$ cat config.mk
export PLATFORM = sky130hd
export DESIGN_NAME = binary_log_deframer_crc32
export DESIGN_NICKNAME = d
export VERILOG_FILES = /design/src/sv/bld_pkg.sv /design/src/sv/bld_parser.sv /design/src/sv/binary_log_deframer_crc32.sv
export SDC_FILE = /design/constraint.sdc
export NUM_CORES = 1
export LEC_CHECK = 0
export BUFFER_PORTS_ARGS = -buffer_cell sky130_fd_sc_hd__buf_2
export CORE_MARGIN = 3
export CORE_UTILIZATION = 45
export DETAILED_ROUTE_END_ITERATION = 8
export GPL_TIMING_DRIVEN = 0
export PLACE_DENSITY = 0.61
export SYNTH_ARGS = -nofsm -noshare
export SYNTH_HDL_FRONTEND = slang
export SYNTH_HIERARCHICAL = 1
export SYNTH_SLANG_ARGS = --single-unit
export TNS_END_PERCENT = 50
$ cat constraint.sdc
create_clock -name clock -period 10.6 [get_ports clock]
set_clock_uncertainty 0.15 [all_clocks]
set_input_delay 3.18 -clock clock [delete_from_list [all_inputs] [get_ports clock]]
set_output_delay 3.18 -clock clock [all_outputs]
set_load 0.005 [all_outputs]
$ cat src/sv/bld_pkg.sv
// Shared types, constants and functions for the binary log deframer.
package bld_pkg;

   localparam logic [31:0] CRC_POLY       = 32'hEDB8_8320;
   localparam logic [7:0]  SYNC_BYTE0     = 8'hAA;
   localparam logic [7:0]  SYNC_BYTE1     = 8'h44;
   localparam logic [7:0]  SYNC_BYTE2     = 8'h12;
   localparam logic [15:0] HDR_LEN        = 16'd28;
   localparam logic [15:0] MAX_BODY_RESET = 16'd4064;

   // header byte offsets
   localparam logic [15:0] HDR_ID_LO   = 16'd4;
   localparam logic [15:0] HDR_ID_HI   = 16'd5;
   localparam logic [15:0] HDR_LEN_LO  = 16'd8;
   localparam logic [15:0] HDR_LEN_HI  = 16'd9;
   localparam logic [15:0] HDR_WEEK_LO = 16'd14;
   localparam logic [15:0] HDR_WEEK_HI = 16'd15;
   localparam logic [15:0] HDR_MS_B0   = 16'd16;
   localparam logic [15:0] HDR_MS_B1   = 16'd17;
   localparam logic [15:0] HDR_MS_B2   = 16'd18;
   localparam logic [15:0] HDR_MS_B3   = 16'd19;

   // result kinds
   localparam logic [1:0] KIND_BODY     = 2'd0;
   localparam logic [1:0] KIND_CRC_GOOD = 2'd1;
   localparam logic [1:0] KIND_CRC_BAD  = 2'd2;
   localparam logic [1:0] KIND_DROPPED  = 2'd3;

   // message ids and classes
   localparam logic [15:0] ID_IONO  = 16'd8;
   localparam logic [15:0] ID_OBS   = 16'd43;
   localparam logic [15:0] ID_EPH   = 16'd7;
   localparam logic [15:0] ID_POS   = 16'd47;
   localparam logic [2:0]  CLASS_OTHER = 3'd0;
   localparam logic [2:0]  CLASS_IONO  = 3'd1;
   localparam logic [2:0]  CLASS_OBS   = 3'd2;
   localparam logic [2:0]  CLASS_EPH   = 3'd3;
   localparam logic [2:0]  CLASS_POS   = 3'd4;

   typedef enum logic [1:0] {
      PH_HUNT = 2'd0,
      PH_HEAD = 2'd1,
      PH_BODY = 2'd2,
      PH_CRC  = 2'd3
   } phase_type;

   typedef struct packed {
      logic [1:0]  kind;
      logic [2:0]  msg_class;
      logic [15:0] msg_id;
      logic [7:0]  body_byte;
      logic [15:0] body_index;
      logic [15:0] body_len;
      logic [15:0] week;
      logic [31:0] ms_of_week;
   } rsp_type;

   typedef struct packed {
      logic    valid;
      rsp_type data;
   } result_type;

   // reflected CRC-32, one byte, eight bit steps
   function automatic logic [31:0] crc_byte(input logic [31:0] crc, input logic [7:0] b);
      logic [31:0] c;
      c = crc ^ {24'd0, b};
      for (int k = 0; k < 8; k++) begin
         if (c[0]) c = (c >> 1) ^ CRC_POLY;
         else c = c >> 1;
      end
      return c;
   endfunction

   function automatic logic [2:0] class_of(input logic [15:0] id);
      logic [2:0] cls;
      case (id)
         ID_IONO: cls = CLASS_IONO;
         ID_OBS:  cls = CLASS_OBS;
         ID_EPH:  cls = CLASS_EPH;
         ID_POS:  cls = CLASS_POS;
         default: cls = CLASS_OTHER;
      endcase
      return cls;
   endfunction

endpackage

$ cat src/sv/bld_parser.sv
// Frame parser: sync hunt, header capture, length check, body pass-through and CRC check.
module bld_parser (
   input  logic                clock,
   input  logic                reset,
   input  logic                step,
   input  logic [7:0]          data_byte,
   input  logic [15:0]         max_body_len,
   output bld_pkg::result_type result
);

   bld_pkg::phase_type phase_ff, phase_in;
   logic [15:0] sync_ff, sync_in;
   logic [15:0] count_ff, count_in;
   logic [31:0] crc_ff, crc_in;
   logic [15:0] id_ff, id_in;
   logic [15:0] len_ff, len_in;
   logic [15:0] week_ff, week_in;
   logic [31:0] ms_ff, ms_in;
   logic [31:0] rxcrc_ff, rxcrc_in;

   logic [15:0] count_inc;
   logic [31:0] crc_upd;
   logic [31:0] rxcrc_upd;

   always_ff @(posedge clock) begin
      if (reset) begin
         phase_ff <= bld_pkg::PH_HUNT;
         sync_ff  <= '0;
         count_ff <= '0;
         crc_ff   <= '0;
         id_ff    <= '0;
         len_ff   <= '0;
         week_ff  <= '0;
         ms_ff    <= '0;
         rxcrc_ff <= '0;
      end else if (step) begin
         phase_ff <= phase_in;
         sync_ff  <= sync_in;
         count_ff <= count_in;
         crc_ff   <= crc_in;
         id_ff    <= id_in;
         len_ff   <= len_in;
         week_ff  <= week_in;
         ms_ff    <= ms_in;
         rxcrc_ff <= rxcrc_in;
      end
   end

   assign count_inc = count_ff + 16'd1;
   assign crc_upd   = bld_pkg::crc_byte(crc_ff, data_byte);

   always_comb begin
      case (count_ff[1:0])
         2'd0:    rxcrc_upd = rxcrc_ff | {24'd0, data_byte};
         2'd1:    rxcrc_upd = rxcrc_ff | {16'd0, data_byte, 8'd0};
         2'd2:    rxcrc_upd = rxcrc_ff | {8'd0, data_byte, 16'd0};
         default: rxcrc_upd = rxcrc_ff | {data_byte, 24'd0};
      endcase
   end

   always_comb begin
      phase_in = phase_ff;
      sync_in  = sync_ff;
      count_in = count_ff;
      crc_in   = crc_ff;
      id_in    = id_ff;
      len_in   = len_ff;
      week_in  = week_ff;
      ms_in    = ms_ff;
      rxcrc_in = rxcrc_ff;

      result.valid           = 1'b0;
      result.data.kind       = bld_pkg::KIND_BODY;
      result.data.msg_class  = bld_pkg::class_of(id_ff);
      result.data.msg_id     = id_ff;
      result.data.body_byte  = '0;
      result.data.body_index = '0;
      result.data.body_len   = len_ff;
      result.data.week       = week_ff;
      result.data.ms_of_week = ms_ff;

      case (phase_ff)
         bld_pkg::PH_HUNT: begin
            if (sync_ff == {bld_pkg::SYNC_BYTE0, bld_pkg::SYNC_BYTE1}
                && data_byte == bld_pkg::SYNC_BYTE2) begin
               crc_in   = bld_pkg::crc_byte(bld_pkg::crc_byte(bld_pkg::crc_byte(
                             32'd0, bld_pkg::SYNC_BYTE0), bld_pkg::SYNC_BYTE1),
                             bld_pkg::SYNC_BYTE2);
               count_in = 16'd3;
               phase_in = bld_pkg::PH_HEAD;
            end else begin
               sync_in = {sync_ff[7:0], data_byte};
            end
         end

         bld_pkg::PH_HEAD: begin
            crc_in = crc_upd;
            case (count_ff)
               bld_pkg::HDR_ID_LO:   id_in   = {8'd0, data_byte};
               bld_pkg::HDR_ID_HI:   id_in   = {data_byte, id_ff[7:0]};
               bld_pkg::HDR_LEN_LO:  len_in  = {8'd0, data_byte};
               bld_pkg::HDR_LEN_HI:  len_in  = {data_byte, len_ff[7:0]};
               bld_pkg::HDR_WEEK_LO: week_in = {8'd0, data_byte};
               bld_pkg::HDR_WEEK_HI: week_in = {data_byte, week_ff[7:0]};
               bld_pkg::HDR_MS_B0:   ms_in   = {24'd0, data_byte};
               bld_pkg::HDR_MS_B1:   ms_in   = ms_ff | {16'd0, data_byte, 8'd0};
               bld_pkg::HDR_MS_B2:   ms_in   = ms_ff | {8'd0, data_byte, 16'd0};
               bld_pkg::HDR_MS_B3:   ms_in   = ms_ff | {data_byte, 24'd0};
               default: ;
            endcase
            count_in = count_inc;
            if (count_inc == bld_pkg::HDR_LEN) begin
               // length bytes are long since captured, so len_ff is final here
               if (len_ff > max_body_len) begin
                  result.valid     = 1'b1;
                  result.data.kind = bld_pkg::KIND_DROPPED;
                  phase_in = bld_pkg::PH_HUNT;
                  sync_in  = '0;
                  count_in = '0;
               end else begin
                  count_in = '0;
                  rxcrc_in = '0;
                  phase_in = (len_ff == 16'd0) ? bld_pkg::PH_CRC : bld_pkg::PH_BODY;
               end
            end
         end

         bld_pkg::PH_BODY: begin
            crc_in = crc_upd;
            result.valid           = 1'b1;
            result.data.kind       = bld_pkg::KIND_BODY;
            result.data.body_byte  = data_byte;
            result.data.body_index = count_ff;
            count_in = count_inc;
            if (count_inc >= len_ff) begin
               count_in = '0;
               rxcrc_in = '0;
               phase_in = bld_pkg::PH_CRC;
            end
         end

         bld_pkg::PH_CRC: begin
            rxcrc_in = rxcrc_upd;
            count_in = count_inc;
            if (count_ff[1:0] == 2'd3) begin
               result.valid     = 1'b1;
               result.data.kind = (rxcrc_upd == crc_ff) ? bld_pkg::KIND_CRC_GOOD
                                                        : bld_pkg::KIND_CRC_BAD;
               phase_in = bld_pkg::PH_HUNT;
               sync_in  = '0;
               count_in = '0;
            end
         end

         default: ;
      endcase
   end

endmodule

$ cat src/sv/binary_log_deframer_crc32.sv
// Top level of the binary log deframer with CRC-32 check.
// A byte accepted is held in the input register and parsed from there when the parser
// advances; its result (if any) is registered onto the rsp_ channel.
// Throughput: one byte per cycle; a result held by a stalled consumer stops the
// parser, and the input stalls while the input register is full and not advancing.
// Reset (synchronous, active high): sync hunting, both registers empty, max_body_len 4064.
module binary_log_deframer_crc32 (
   input  logic        clock,
   input  logic        reset,
   input  logic        req_valid,
   output logic        req_stall,
   input  logic [7:0]  req_data_byte,
   output logic        rsp_valid,
   input  logic        rsp_stall,
   output logic [1:0]  rsp_kind,
   output logic [2:0]  rsp_msg_class,
   output logic [15:0] rsp_msg_id,
   output logic [7:0]  rsp_body_byte,
   output logic [15:0] rsp_body_index,
   output logic [15:0] rsp_body_len,
   output logic [15:0] rsp_week,
   output logic [31:0] rsp_ms_of_week,
   input  logic        csr_wr_en,
   input  logic [15:0] csr_wr_data
);

   logic [15:0]        max_len_ff;
   logic               in_valid_ff, in_valid_in;
   logic [7:0]         in_byte_ff;
   logic               rsp_valid_ff, rsp_valid_in;
   bld_pkg::rsp_type   rsp_ff;
   bld_pkg::result_type result;
   logic               advance;
   logic               req_take;

   always_ff @(posedge clock) begin
      if (reset) max_len_ff <= bld_pkg::MAX_BODY_RESET;
      else if (csr_wr_en) max_len_ff <= csr_wr_data;
   end

   // the parsed byte moves on unless a result is held by a stalled consumer
   assign advance     = in_valid_ff & ~(rsp_valid_ff & rsp_stall);
   assign req_stall   = in_valid_ff & ~advance;
   assign req_take    = req_valid & ~req_stall;
   assign in_valid_in = req_take | (in_valid_ff & ~advance);

   always_ff @(posedge clock) begin
      if (reset) in_valid_ff <= 1'b0;
      else in_valid_ff <= in_valid_in;
   end

   always_ff @(posedge clock) begin
      if (req_take) in_byte_ff <= req_data_byte;
   end

   bld_parser u_parser (
      .clock        (clock),
      .reset        (reset),
      .step         (advance),
      .data_byte    (in_byte_ff),
      .max_body_len (max_len_ff),
      .result       (result)
   );

   assign rsp_valid_in = (advance & result.valid) | (rsp_valid_ff & rsp_stall);

   always_ff @(posedge clock) begin
      if (reset) rsp_valid_ff <= 1'b0;
      else rsp_valid_ff <= rsp_valid_in;
   end

   always_ff @(posedge clock) begin
      if (advance & result.valid) rsp_ff <= result.data;
   end

   assign rsp_valid      = rsp_valid_ff;
   assign rsp_kind       = rsp_ff.kind;
   assign rsp_msg_class  = rsp_ff.msg_class;
   assign rsp_msg_id     = rsp_ff.msg_id;
   assign rsp_body_byte  = rsp_ff.body_byte;
   assign rsp_body_index = rsp_ff.body_index;
   assign rsp_body_len   = rsp_ff.body_len;
   assign rsp_week       = rsp_ff.week;
   assign rsp_ms_of_week = rsp_ff.ms_of_week;

endmodule

After elaboration in Yosys (flattened, before gate mapping):

Index checks and enable logic that the tools add are counted.
Widths: inputs -> output; s select.

* register bits: 313
* bits of input ports: 29
* output and inout bits: 111
* word-level logic and storage cells: 153

* add/subtract/negate cells: 1
* $lt $le $gt $ge: 2
* equal/unequal tests: 31
* mux-type cells: 42
* bitwise logic cells: 29
* reductions and logical operators: 24

Operator list (count)
* $mux 32: 12
* $pmux 32 s3: 2
* $mux 16: 8
* $pmux 32 s4: 1
* $not 13->14: 8
* $pmux 16 s2: 3
* $eq 16x4->1 const B: 5
* $eq 16x5->1 const B: 5
* $or 32x16->32: 2
* $or 32x24->32: 2
* $or 32x32->32: 2
* $pmux 16 s4: 1
* $pmux 32 s2: 1
* $eq 16x3->1 const B: 3
* $pmux 16 s3: 1
* $eq 16x6->1 const B: 2
* $eq 32x32->1: 1
* $or 32x8->32: 1
* $xor 32x8->32: 1
* $add 16x1->16 const B: 1
* $eq 16x16->1 const B: 1
* $ge 16x16->1: 1
* $gt 16x16->1: 1
* $logic_not 16->1: 1
* 25 further kinds: 63

Depth between registers and ports, before layout:

Gate-level depths: netlist of the first run.

* depth in word-level cells: 18
* mapped depth: 16
* mapped depth without buffers: 14

Hierarchy:

Netlist of the first run, hierarchy kept.

By module, submodules not included
* bld_parser: instances 1, cells an instance 1170, area each 9815.7 µm²
* binary_log_deframer_crc32: instances 1, cells an instance 181, area each 4204.0 µm²

Worst setup path before layout of the first run:

Ideal clock, no wire load.

* path type: input-to-reg
* start: input rsp_stall
* end: register rsp_ff, in the netlist rsp_body_byte[0], enable pin
* arrival time: 8.322 ns
* slack: 1.515 ns
* cell stages on the path: 1
* path buffers: 0
* path through: a21oi_1

* word-level cells in the longest chain between the ends: 4

RTL lines
* start, declared: RTL line binary_log_deframer_crc32.sv:14 `input logic rsp_stall,`
* $and 1x1->1: RTL line binary_log_deframer_crc32.sv:42 `assign advance = in_valid_ff & ~(rsp_valid_ff & rsp_stall);`
* $not 1->1: RTL line binary_log_deframer_crc32.sv:42
* $and 1x1->1: RTL line binary_log_deframer_crc32.sv:42
* $and 1x1->1: RTL line binary_log_deframer_crc32.sv:73 `if (advance & result.valid) rsp_ff <= result.data;`
* end signal, assigned: RTL line binary_log_deframer_crc32.sv:73
* end, declared: RTL line binary_log_deframer_crc32.sv:31 `bld_pkg::rsp_type rsp_ff;`

No other way between the ends.
A chain may end at the register's enable or synchronous reset.

Final worst setup path of the first run:

* start: input rsp_stall
* end: output req_stall

* word-level cells in the longest chain between the ends: 5

RTL lines
* $and 1x1->1: RTL line binary_log_deframer_crc32.sv:42
* $not 1->1: RTL line binary_log_deframer_crc32.sv:42
* $and 1x1->1: RTL line binary_log_deframer_crc32.sv:42
* $not 1->1: RTL line binary_log_deframer_crc32.sv:43 `assign req_stall = in_valid_ff & ~advance;`
* $and 1x1->1: RTL line binary_log_deframer_crc32.sv:43
* end, declared: RTL line binary_log_deframer_crc32.sv:11 `output logic req_stall,`

No other way between the ends.

==> results of run 1 <==
## per-layer routing
| metal | global-route usage | wire [um] | vias up | share of wire |
|---|---|---|---|---|
| li1 | - | - | 5146 | - |
| met3 | 0.0363 | 2520 | 64 | 0.066 |
| met4 | 0.0701 | 973 | 0 | 0.025 |
| met5 | 0 | 0 | - | 0 |
| met1 | 0.307 | 16900 | 5221 | 0.44 |
| met2 | 0.363 | 17800 | 388 | 0.47 |
## cells in the mapped netlist, types with 24 or more instances
master,instances
a21oi_1,48
a22oi_1,50
and2_1,29
clkbuf_1,69
dfxtp_1,196
edfxtp_1,117
ha_1,41
inv_1,52
mux2i_1,63
nand2_1,44
nand3_1,25
nand4_1,24
nor2_1,206
o21ai_0,35
xnor2_1,77
xor2_1,39
## cells by family (layout without fill, tap and decap cells)
logic type	after synthesis	in the layout	synth area share
multiplexers	63	63	0.0450
flip-flops	313	313	0.530
AO/OA/AOI/OAI	238	238	0.115
XOR/XNOR	117	117	0.0736
buffers and inverters	142	348	0.0449
adder cells (fa/ha/maj)	41	41	0.0366
AND/OR/NAND/NOR	437	437	0.155
## stage by stage
step / hold WS [ns] / power [mW]
6_report: 0.278 / 2.61
5_1_grt: 0.281 / 2.70
4_1_cts: 0.279 / 2.64
3_5_place_dp: 0.268 / 1.41
3_3_place_gp: 0.263 / 1.41
2_1_floorplan: 0.258 / 1.37
## power groups by stage
stage               Clock, mW  Combinational [mW]  Sequential (mW)
finish                   1.23               0.133             1.25
global route             1.30               0.144             1.25
CTS                      1.25               0.132             1.25
global placement            0               0.131             1.28
floorplan                   0              0.0951             1.28
detailed placement          0               0.131             1.28
## worst max-delay path by stage
stage,endpoint,cells past startpoint,from
3_3_place_gp,rsp_msg_id[12],14,u_parser/count_ff[0]
5_1_grt,req_stall,4,rsp_stall
6_report,req_stall,4,rsp_stall
2_1_floorplan,rsp_body_byte[0],1,rsp_stall
4_1_cts,req_stall,4,rsp_stall
3_5_place_dp,req_stall,4,rsp_stall
## state kept, by name, summed over array words and instances (netlist names), 32 cells and up, named ones only
signal and flops:
rsp_ms_of_week 32, u_parser/rxcrc_ff 32, u_parser/crc_ff 32, u_parser/ms_ff 32
## cell type report
cell class	count	area share
sequential	313	0.451
multi-input combinational	896	0.362
clock buffer	46	0.0592
timing repair buffer	142	0.0476
tap	390	0.0296
buffer	90	0.0263
clock inverter	18	0.0124
inverter	52	0.0118
## critical path, cell delays in order
cell and delay, ns:
buf_2 0.13, nand3_1 0.09, inv_1 0.08, buf_2 0.11
==> tab_implementation.tex, run 1 <==
\begin{tabular}{lr}
\hline
Metric & Value \\
\hline
\multicolumn{2}{l}{\textbf{Run status}} \\
\quad Run status & finished, final reports clean \\
\multicolumn{2}{l}{\textbf{Power}} \\
\quad Switching share of power & 0.223 \\
\quad Clock share of power & 0.470 \\
\quad Internal power consumption & 2.03 mW \\
\quad Leakage power & 5.94 nW \\
\quad Max VDD drop & 0.0000840 V \\
\quad Cell Pwr Density & 158 nW/um\^{}2 \\
\quad Switching pwr & 583 uW \\
\quad Combinational power share & 0.051 \\
\quad Sequential Power Share & 0.479 \\
\multicolumn{2}{l}{\textbf{Setup path}} \\
\quad Critical R2R Launch & u\_parser/count\_ff[0] \\
\quad Data required, critical path & 7.27 ns \\
\quad Critical Path Fanout Max & 3 \\
\quad Critical R2R Capture & rsp\_ms\_of\_week[27] \\
\quad Endpoint type of the worst setup path & output port \\
\quad Crit path arrival time & 3.59 ns \\
\quad Type of origin of the critical path & input port \\
\quad Flop2flop setup slack & 5.07 ns \\
\quad Path type of the worst setup path & in -> out \\
\quad Number of cells traversed by the worst register-to-register path & 17 \\
\multicolumn{2}{l}{\textbf{Floorplan}} \\
\quad Standard cell core area & 30200 um\^{}2 \\
\quad Row cnt & 63 \\
\quad Vertical die dimension & 183 um \\
\quad Count of pins on the block boundary & 140 \\
\quad Die width & 183 um \\
\quad Area of the die & 33300 um\^{}2 \\
\quad Effective utilization at floorplan & 0.464 \\
\multicolumn{2}{l}{\textbf{Final layout}} \\
\quad N\_diodes & 0 \\
\quad Final std cell area, no fill & 16500 um\^{}2 \\
\quad Utilization of the core after routing & 0.546 \\
\quad Combined flip-flop and latch cell area & 7440 um\^{}2 \\
\quad Leading cell type in the layout, fill and taps excluded & nor2\_1 \\
\quad Number of non-filler instances in the completed layout & 1947 \\
\quad Layout overhead on the synthesized area & 17.6\% \\
\quad Most used cells in the layout excluding fill and tap cells & 206 x nor2\_1, 196 x dfxtp\_1, 148 x buf\_2 \\
\quad Nets@finish & 1600 \\
\quad Area of the multi-input gates & 5970 um\^{}2 \\
\quad FILL cells & 2739 \\
\quad Fraction of final layout cells sized beyond drive strength 1 & 0.152 \\
\multicolumn{2}{l}{\textbf{Timing}} \\
\quad Slew Viols, Final & 0 \\
\quad FMAX & 145 MHz \\
\quad Minimum period implied by the final worst setup slack & 6.92 ns \\
\quad Slew HR & 0.176 \\
\quad Count of endpoints failing hold in the final timing report & 0 \\
\quad Pin slew with the least headroom to its limit & 1.23 ns \\
\quad Number of endpoints failing setup at the final stage & 0 \\
\quad Worst Slack Setup Final & 3.68 ns \\
\quad Final total negative setup slack & 0 ns \\
\quad RSZ-0062 raised after global routing & false \\
\quad Period utilisation layout & 0.653 \\
\multicolumn{2}{l}{\textbf{Clocking}} \\
\quad Worst-case clock buffer depth & 3 \\
\quad CTS resizes & 0 \\
\quad Count of hold buffers inserted by post-cts repair & 0 \\
\quad Worst-skew pair later-pin latency & 0.52 ns \\
\quad Clock sink total & 313 \\
\quad Number of setup buffers added after CTS & 0 \\
\quad Clock root buffer master & clkbuf\_16 \\
\quad Clock buffers created by TritonCTS & 35 \\
\quad CTS H-Tree Depth & 2 \\
\quad Reg clk slew, reported paths & 0.06 ns \\
\quad CTS tree & built \\
\multicolumn{2}{l}{\textbf{Route}} \\
\quad DR pass1 iterations & 5 \\
\quad Final routed wirelength across all metal layers & 38.2 mm \\
\quad Count of routing violations after the opening detailed-route iteration & 938 \\
\quad Remaining number of nets flagged by the antenna check after routing & 0 \\
\quad Vias per cell & 5.56 \\
\quad Average routed wire per standard cell & 19.6 um \\
\quad DRC violation count after routing & 0 \\
\quad Via count & 10.8k \\
\multicolumn{2}{l}{\textbf{Logic synthesis}} \\
\quad Number of library cell types mapped by synthesis & 71 \\
\quad Share of the synthesized area in the top cell type & 0.280 \\
\quad Post-synthesis sequential area ratio & 0.530 \\
\quad Share of synthesized flip-flops with an asynchronous set or reset & 0 \\
\quad Cells after synthesis & 1351 \\
\quad Number of flip-flops and latches in the synthesized netlist & 313 \\
\quad Top cells by area in the synthesized netlist & dfxtp\_1 28\%, edfxtp\_1 25\%, nor2\_1 5.5\%, xnor2\_1 4.8\%, mux2i\_1 4.5\% \\
\quad Total standard cell area after synthesis & 14000 um\^{}2 \\
\quad Ys flop type & dfxtp\_1 \\
\quad Cell type with the largest total area after synthesis & dfxtp\_1 \\
\quad Syn. warnings & 6 \\
\quad Mean Syn Cell Area & 10.4 um\^{}2 \\
\quad Synthesized netlist net count & 1421 \\
\quad Number of enable-type register cells in the synthesized netlist & 117 \\
\multicolumn{2}{l}{\textbf{Global routing}} \\
\quad Maximum number of pins on one net before global-route repair & 33 \\
\quad Overall fraction of global-route tracks in use & 0.224 \\
\quad Antenna violations before repair & 0 \\
\quad Number of global-route vias before repair & 10.6k \\
\quad Global-route congestion overflow total & 0 \\
\quad Global-route wire length before repair & 59.6 mm \\
\multicolumn{2}{l}{\textbf{Place}} \\
\quad Final weighted congestion of routability-driven global placement & 0.891 \\
\quad Placed standard-cell area & 15300 um\^{}2 \\
\quad Worst setup slack after placement & 3.68 ns \\
\quad Total instance count after detailed placement & 1883 \\
\quad Detailed placer's ending HPWL & 27.2 mm \\
\quad Count of port buffers added during placement & 138 \\
\multicolumn{2}{l}{\textbf{Worst hold path}} \\
\quad Type of the most critical hold path & reg -> reg \\
\quad Destination of the worst hold path & rsp\_ms\_of\_week[1] \\
\quad Critical hold path startpoint & u\_parser/ms\_ff[1] \\
\quad Number of cells traversed by the worst hold path & 0 \\
\multicolumn{2}{l}{\textbf{Run}} \\
\quad Number of max-cap violations & 0 \\
\hline
\end{tabular}
No activity file was read; power rests on OpenSTA's default activity.
==> inputs of run 2 (changes only) <==
==> constraint.sdc (replaced) <==
create_clock -name clock -period 7.1 [get_ports clock]
set_clock_uncertainty 0.15 [all_clocks]
set_input_delay 2.13 -clock clock [delete_from_list [all_inputs] [get_ports clock]]
set_output_delay 2.13 -clock clock [all_outputs]
set_load 0.005 [all_outputs]
==> run 2 against run 1 <==
Clock power increased by 41%. Worst setup slack got worse by 1.9 ns. First-iteration DRC count decreased by 2.1%. Die area unchanged. Routed wire length about the same. Critical endpoint is now rsp_msg_id[8]. Highest routed layer unchanged.
==> tab_implementation.tex, run 2 (synthesis gave the netlist of run 1 again) <==
\begin{tabular}{lr}
\hline
Metric & Value \\
\hline
\multicolumn{2}{l}{\textbf{Clocking}} \\
\quad Clock buffers created by TritonCTS & 35 \\
\quad CTS resizes & 0 \\
\quad CTS H-Tree Depth & 2 \\
\quad Worst-skew pair later-pin latency & 0.51 ns \\
\quad Count of hold buffers inserted by post-cts repair & 0 \\
\quad Number of setup buffers added after CTS & 0 \\
\quad CTS tree & built \\
\quad Reg clk slew, reported paths & 0.06 ns \\
\quad Worst-case clock buffer depth & 3 \\
\quad Clock root buffer master & clkbuf\_16 \\
\quad Clock sink total & 313 \\
\multicolumn{2}{l}{\textbf{Timing}} \\
\quad Minimum period implied by the final worst setup slack & 5.30 ns \\
\quad RSZ-0062 raised after global routing & false \\
\quad Worst Slack Setup Final & 1.80 ns \\
\quad Slew HR & 0.171 \\
\quad Count of endpoints failing hold in the final timing report & 0 \\
\quad Slew Viols, Final & 0 \\
\quad Period utilisation layout & 0.746 \\
\quad FMAX & 189 MHz \\
\quad Pin slew with the least headroom to its limit & 1.24 ns \\
\quad Number of endpoints failing setup at the final stage & 0 \\
\multicolumn{2}{l}{\textbf{Run}} \\
\quad Number of max-cap violations & 0 \\
\multicolumn{2}{l}{\textbf{Final layout}} \\
\quad FILL cells & 2728 \\
\quad Combined flip-flop and latch cell area & 7440 um\^{}2 \\
\quad Leading cell type in the layout, fill and taps excluded & nor2\_1 \\
\quad Layout overhead on the synthesized area & 17.1\% \\
\quad Fraction of final layout cells sized beyond drive strength 1 & 0.149 \\
\quad Utilization of the core after routing & 0.544 \\
\quad Area of the multi-input gates & 5970 um\^{}2 \\
\quad N\_diodes & 0 \\
\quad Nets@finish & 1600 \\
\quad Most used cells in the layout excluding fill and tap cells & 206 x nor2\_1, 196 x dfxtp\_1, 148 x buf\_2 \\
\multicolumn{2}{l}{\textbf{Global routing}} \\
\quad Antenna violations before repair & 0 \\
\quad Maximum number of pins on one net before global-route repair & 31 \\
\quad Number of global-route vias before repair & 10.7k \\
\quad Overall fraction of global-route tracks in use & 0.225 \\
\quad Global-route wire length before repair & 60.3 mm \\
\quad Global-route congestion overflow total & 0 \\
\multicolumn{2}{l}{\textbf{Route}} \\
\quad Final routed wirelength across all metal layers & 38.2 mm \\
\quad Remaining number of nets flagged by the antenna check after routing & 0 \\
\quad DRC violation count after routing & 0 \\
\quad DR pass1 iterations & 5 \\
\quad Via count & 10.8k \\
\quad Average routed wire per standard cell & 19.6 um \\
\quad Count of routing violations after the opening detailed-route iteration & 918 \\
\quad Vias per cell & 5.56 \\
\multicolumn{2}{l}{\textbf{Setup path}} \\
\quad Critical R2R Launch & u\_parser/count\_ff[0] \\
\quad Slowest cell delay on critical path & 0.62 ns \\
\quad Number of buffer and inverter instances along the worst setup path & 6 \\
\quad Crit path arrival time & 5.35 ns \\
\quad Path type of the worst setup path & reg -> reg \\
\quad Cell at the slowest stage of the critical path & or4b\_2 \\
\quad Cell family contributing the most delay on the critical path & buffers and inverters \\
\quad Number of cells traversed by the worst register-to-register path & 16 \\
\quad Critical R2R Capture & rsp\_msg\_id[8] \\
\quad Critical Path Fanout Max & 30 \\
\quad Data required, critical path & 7.16 ns \\
\quad Flop2flop setup slack & 1.80 ns \\
\quad Type of origin of the critical path & flop \\
\quad Critical path cell sequence & ha\_1 > clkbuf\_1 > inv\_1 > clkbuf\_1 > ha\_1 > inv\_1 > nand3\_1 > a2111oi\_2 > or4b\_2 > nor2\_1 > nand2\_1 > a21oi\_1 > nand2\_1 > a21oi\_4 > buf\_12 > buf\_12 \\
\quad Endpoint type of the worst setup path & flop \\
\multicolumn{2}{l}{\textbf{Power}} \\
\quad Leakage power & 5.88 nW \\
\quad Cell Pwr Density & 232 nW/um\^{}2 \\
\quad Max VDD drop & 0.000121 V \\
\multicolumn{2}{l}{\textbf{Place}} \\
\quad Worst setup slack after placement & 1.60 ns \\
\quad Final weighted congestion of routability-driven global placement & 0.890 \\
\quad Count of port buffers added during placement & 138 \\
\quad Detailed placer's ending HPWL & 27.0 mm \\
\multicolumn{2}{l}{\textbf{Floorplan}} \\
\quad Count of pins on the block boundary & 140 \\
\quad Row cnt & 63 \\
\quad Vertical die dimension & 183 um \\
\quad Die width & 183 um \\
\quad Area of the die & 33300 um\^{}2 \\
\quad Standard cell core area & 30200 um\^{}2 \\
\quad Effective utilization at floorplan & 0.464 \\
\multicolumn{2}{l}{\textbf{Worst hold path}} \\
\quad Critical hold path startpoint & u\_parser/week\_ff[6] \\
\quad Type of the most critical hold path & reg -> reg \\
\quad Destination of the worst hold path & rsp\_week[6] \\
\quad Number of cells traversed by the worst hold path & 0 \\
\multicolumn{2}{l}{\textbf{Run status}} \\
\quad Run status & finished, final reports clean \\
\hline
\end{tabular}
## run 2: cell type report
type	instances	area share
clock buffers	48	0.0582
flip-flops and latches	313	0.453
clock inverters	16	0.00922
plain buffers	90	0.0264
multi-input cells	896	0.364
well taps	390	0.0297
inverters	52	0.0119
repair buffers	142	0.0479
## run 2: worst max path at each step
| stage | start | endpoint | slack (ns) | cells past startpoint |
|---|---|---|---|---|
| global route | u_parser/count_ff[0] | rsp_msg_id[8] | 1.45 | 16 |
| global placement | u_parser/count_ff[0] | rsp_msg_id[14] | -1.60 | 14 |
| CTS | u_parser/count_ff[0] | rsp_msg_id[9] | 1.77 | 16 |
| detailed placement | rsp_stall | u_parser/ms_ff[30] | 1.60 | 12 |
| finish | u_parser/count_ff[0] | rsp_msg_id[8] | 1.80 | 16 |
| floorplan | u_parser/count_ff[0] | rsp_body_byte[0] | 0.77 | 14 |
## run 2: routing by layer
layer | up-vias | GRT usage | part of all wire
met4 | 0 | 0.0774 | 0.032
met2 | 392 | 0.357 | 0.45
li1 | 5148 | - | -
met5 | - | 0 | 0
met1 | 5212 | 0.316 | 0.46
met3 | 83 | 0.0333 | 0.061
## run 2: power by group
part           internal, mW  switching, mW  leakage [nW]
sequential             1.86        0.00900          2.46
combinational        0.0783          0.122          2.90
clock                  1.02          0.716         0.528
total                  2.96          0.847          5.88
## run 2: metrics by stage
stage | area, um^2 | power, mW | instances | setup TNS, ns | hold WS, ns
final | 16400 | 3.81 | 1947 | 0 | 0.277
after global routing | 16400 | 3.94 | 1947 | 0 | 0.290
after CTS | 16400 | 3.84 | 1947 | 0 | 0.280
after detailed placement | 15300 | 2.11 | 1883 | 0 | 0.266
after global placement | 15200 | 2.10 | 1879 | -173.20 | 0.263
after floorplan | 14000 | 2.05 | 1351 | 0 | 0.258
==> inputs of run 3 (changes only) <==
--- a/config.mk
+++ b/config.mk
@@ -5,6 +5,7 @@
 export SDC_FILE = /design/constraint.sdc
 export NUM_CORES = 1
 export LEC_CHECK = 0
+export ABC_AREA = 1
 export BUFFER_PORTS_ARGS = -buffer_cell sky130_fd_sc_hd__buf_2
 export CORE_MARGIN = 3
 export CORE_UTILIZATION = 45
==> constraint.sdc (replaced) <==
create_clock -name clock -period 5.55 [get_ports clock]
set_clock_uncertainty 0.15 [all_clocks]
set_input_delay 1.665 -clock clock [delete_from_list [all_inputs] [get_ports clock]]
set_output_delay 1.665 -clock clock [all_outputs]
set_load 0.005 [all_outputs]
==> run 3 against run 2 <==
Clock-buffer cell count unchanged. Synthesized cell count up 30%. Combinational power is 18% higher. Worst hold slack improved by 0.00060 ns. Highest routed layer unchanged. Largest cell class unchanged. Synthesized area up 4.3%. Via count increased by 12%. Utilization barely moved. Critical endpoint is now rsp_body_index[2]. Final cell count up 23%.
==> tab_implementation.tex, run 3 <==
\begin{tabular}{lr}
\hline
Metric & Value \\
\hline
\multicolumn{2}{l}{\textbf{Run status}} \\
\quad Run status & finished, final reports clean \\
\multicolumn{2}{l}{\textbf{Route}} \\
\quad Vias per cell & 5.06 \\
\quad Final routed wirelength across all metal layers & 40.0 mm \\
\quad DRC violation count after routing & 0 \\
\quad DR pass1 iterations & 5 \\
\quad Via count & 12.1k \\
\quad Count of routing violations after the opening detailed-route iteration & 900 \\
\quad Average routed wire per standard cell & 16.7 um \\
\quad Remaining number of nets flagged by the antenna check after routing & 0 \\
\multicolumn{2}{l}{\textbf{Setup path}} \\
\quad Cell at the slowest stage of the critical path & dfxtp\_1 \\
\quad Critical Path Fanout Max & 22 \\
\quad Data required, critical path & 5.62 ns \\
\quad Crit path depth & 19 \\
\quad Type of origin of the critical path & flop \\
\quad Critical path cell sequence & ha\_4 > inv\_1 > buf\_2 > buf\_2 > ha\_1 > nor2\_1 > nand3\_1 > nor2\_1 > nand3\_1 > nor2\_1 > nand3\_2 > or2\_2 > a31oi\_1 > inv\_1 > nor3\_4 > buf\_16 > buf\_16 > buf\_16 > buf\_8 \\
\quad Slowest cell delay on critical path & 0.59 ns \\
\quad Number of cells traversed by the worst register-to-register path & 19 \\
\quad Crit path arrival time & 4.88 ns \\
\quad Endpoint type of the worst setup path & flop \\
\quad Number of buffer and inverter instances along the worst setup path & 8 \\
\quad Critical R2R Launch & u\_parser/count\_ff[0] \\
\quad Path type of the worst setup path & reg -> reg \\
\quad Cell family contributing the most delay on the critical path & simple AND/OR/NAND/NOR gates \\
\quad Flop2flop setup slack & 0.74 ns \\
\quad Critical R2R Capture & rsp\_body\_index[2] \\
\multicolumn{2}{l}{\textbf{Logic synthesis}} \\
\quad Synthesized netlist net count & 1820 \\
\quad Syn. warnings & 6 \\
\quad Most common library cells after synthesis & 391 x nand2\_1, 229 x inv\_1, 196 x dfxtp\_1, 169 x a21oi\_1, 123 x nor2\_1 \\
\quad Total standard cell area after synthesis & 14600 um\^{}2 \\
\quad Most common cell in the netlist & nand2\_1 \\
\quad Share of the synthesized area in the top cell type & 0.268 \\
\quad Number of library cell types mapped by synthesis & 44 \\
\quad Number of enable-type register cells in the synthesized netlist & 117 \\
\quad Post-synthesis sequential area ratio & 0.509 \\
\quad Cells after synthesis & 1750 \\
\quad Ys flop type & dfxtp\_1 \\
\quad Top cells by area in the synthesized netlist & dfxtp\_1 27\%, edfxtp\_1 24\%, nand2\_1 10\%, inv\_1 5.9\%, a21oi\_1 5.8\% \\
\quad Mean Syn Cell Area & 8.35 um\^{}2 \\
\quad Share of synthesized flip-flops with an asynchronous set or reset & 0 \\
\quad Cell type with the largest total area after synthesis & dfxtp\_1 \\
\quad Number of flip-flops and latches in the synthesized netlist & 313 \\
\multicolumn{2}{l}{\textbf{Final layout}} \\
\quad Most used cells in the layout excluding fill and tap cells & 391 x nand2\_1, 229 x inv\_1, 196 x dfxtp\_1 \\
\quad N\_diodes & 0 \\
\quad Layout overhead on the synthesized area & 18.3\% \\
\quad Leading cell type in the layout, fill and taps excluded & nand2\_1 \\
\quad Fraction of final layout cells sized beyond drive strength 1 & 0.137 \\
\quad Nets@finish & 2003 \\
\quad Final std cell area, no fill & 17300 um\^{}2 \\
\multicolumn{2}{l}{\textbf{Power}} \\
\quad Switching pwr & 1.12 mW \\
\quad Overall power & 5.13 mW \\
\quad Switching share of power & 0.219 \\
\quad Internal power consumption & 4.01 mW \\
\quad Combinational power share & 0.046 \\
\quad Sequential Power Share & 0.468 \\
\quad Leakage power & 6.78 nW \\
\quad Clock share of power & 0.486 \\
\quad Cell Pwr Density & 297 nW/um\^{}2 \\
\quad Max VDD drop & 0.000211 V \\
\multicolumn{2}{l}{\textbf{Place}} \\
\quad Final weighted congestion of routability-driven global placement & 0.903 \\
\quad Count of port buffers added during placement & 139 \\
\quad Placed standard-cell area & 16000 um\^{}2 \\
\quad Worst setup slack after placement & 0.777 ns \\
\quad Detailed placer's ending HPWL & 29.0 mm \\
\multicolumn{2}{l}{\textbf{Clocking}} \\
\quad Clock sink total & 313 \\
\quad CTS resizes & 0 \\
\quad CTS tree & built \\
\quad Number of setup buffers added after CTS & 0 \\
\quad Clock root buffer master & clkbuf\_16 \\
\quad Worst-case clock buffer depth & 3 \\
\quad Clock buffers created by TritonCTS & 36 \\
\quad Count of hold buffers inserted by post-cts repair & 0 \\
\quad CTS H-Tree Depth & 2 \\
\quad Worst-skew pair later-pin latency & 0.52 ns \\
\quad Reg clk slew, reported paths & 0.06 ns \\
\multicolumn{2}{l}{\textbf{Worst hold path}} \\
\quad Critical hold path startpoint & u\_parser/ms\_ff[24] \\
\quad Number of cells traversed by the worst hold path & 0 \\
\quad Type of the most critical hold path & reg -> reg \\
\quad Destination of the worst hold path & rsp\_ms\_of\_week[24] \\
\multicolumn{2}{l}{\textbf{Floorplan}} \\
\quad Die width & 186 um \\
\quad Standard cell core area & 31800 um\^{}2 \\
\quad Effective utilization at floorplan & 0.460 \\
\quad Vertical die dimension & 186 um \\
\quad Row cnt & 65 \\
\quad Count of pins on the block boundary & 140 \\
\quad Area of the die & 34700 um\^{}2 \\
\multicolumn{2}{l}{\textbf{Run}} \\
\quad Number of max-cap violations & 0 \\
\multicolumn{2}{l}{\textbf{Global routing}} \\
\quad Overall fraction of global-route tracks in use & 0.230 \\
\quad Antenna violations before repair & 0 \\
\quad Maximum number of pins on one net before global-route repair & 23 \\
\quad Number of global-route vias before repair & 11.7k \\
\quad Global-route wire length before repair & 62.7 mm \\
\quad Global-route congestion overflow total & 0 \\
\multicolumn{2}{l}{\textbf{Timing}} \\
\quad RSZ-0062 raised after global routing & false \\
\quad Period utilisation layout & 0.866 \\
\quad FMAX & 208 MHz \\
\quad Final worst hold slack & 0.278 ns \\
\quad Count of endpoints failing hold in the final timing report & 0 \\
\quad Minimum period implied by the final worst setup slack & 4.81 ns \\
\quad Slew HR & 0.314 \\
\quad Worst Slack Setup Final & 0.742 ns \\
\quad Slew Viols, Final & 0 \\
\quad Pin slew with the least headroom to its limit & 1.03 ns \\
\quad Number of endpoints failing setup at the final stage & 0 \\
\quad Final total negative setup slack & 0 ns \\
\hline
\end{tabular}
-- run 3: changes by cell type in the layout (fill, tap and decap cells not counted), sizes merged, moves of 27 or more --
cell    delta
mux2i     -63
and2      -28
clkbuf    -27
nor2      -73
xnor2     -46
a21oi    +121
nand2    +353
nand3     +57
a22oi     -50
o21ai     +54
inv      +181
-- run 3: kinds of logic after synthesis --
group | synth area share
buf+inv | 0.0865
fa+ha+maj | 0.0351
xor+xnor | 0.0550
compound gates | 0.108
simple gates | 0.207
flops | 0.509
-- run 3: layout make-up --
cell class / count / area [um^2]
multi-input combinational: 1127 / 5940
tap: 435 / 544
fill: 3002 / 14500
sequential: 313 / 7440
timing repair buffer: 145 / 848
clock inverter: 18 / 233
buffer: 73 / 375
clock buffer: 48 / 1030
inverter: 237 / 890
-- run 3: through the flow --
| stage | instances | utilization |
|---|---|---|
| 4_1_cts | 2396 | 0.544 |
| 3_5_place_dp | 2330 | 0.504 |
| 3_3_place_gp | 2324 | 0.499 |
| 5_1_grt | 2396 | 0.544 |
| 2_1_floorplan | 1750 | - |
| 6_report | 2396 | 0.544 |
-- run 3: metal layers --
layer	up-vias	wire, um	global-route usage
li1	6074	-	-
met1	5606	17700	0.306
met2	348	18600	0.381
met3	86	2270	0.0338
met4	0	1420	0.0882
met5	-	0	0
-- run 3: worst register-to-register path, delay by kind of cell, from the launching register on --
kind / cells / cell delay [ns]
AND/OR/NAND/NOR: 8 / 1.65
AO/OA/AOI/OAI: 1 / 0.13
flip-flops: 1 / 0.59
buffers and inverters: 8 / 1.43
adder cells (fa/ha/maj): 2 / 0.58
-- run 3: how the worst max path moves through the flow --
stage / from / to
3_3_place_gp: u_parser/count_ff[0] / rsp_week[0]
6_report: u_parser/count_ff[0] / rsp_body_index[2]
2_1_floorplan: u_parser/count_ff[0] / rsp_body_byte[0]
5_1_grt: u_parser/count_ff[0] / rsp_body_index[3]
3_5_place_dp: u_parser/count_ff[0] / rsp_week[0]
4_1_cts: u_parser/count_ff[0] / rsp_body_index[2]
-- run 3: power groups by stage --
stage / Combinational, mW / Clock, mW / Sequential, mW
finish: 0.237 / 2.49 / 2.40
global route: 0.263 / 2.63 / 2.40
CTS: 0.235 / 2.54 / 2.40
detailed placement: 0.233 / 0 / 2.45
global placement: 0.231 / 0 / 2.45
floorplan: 0.163 / 0 / 2.44
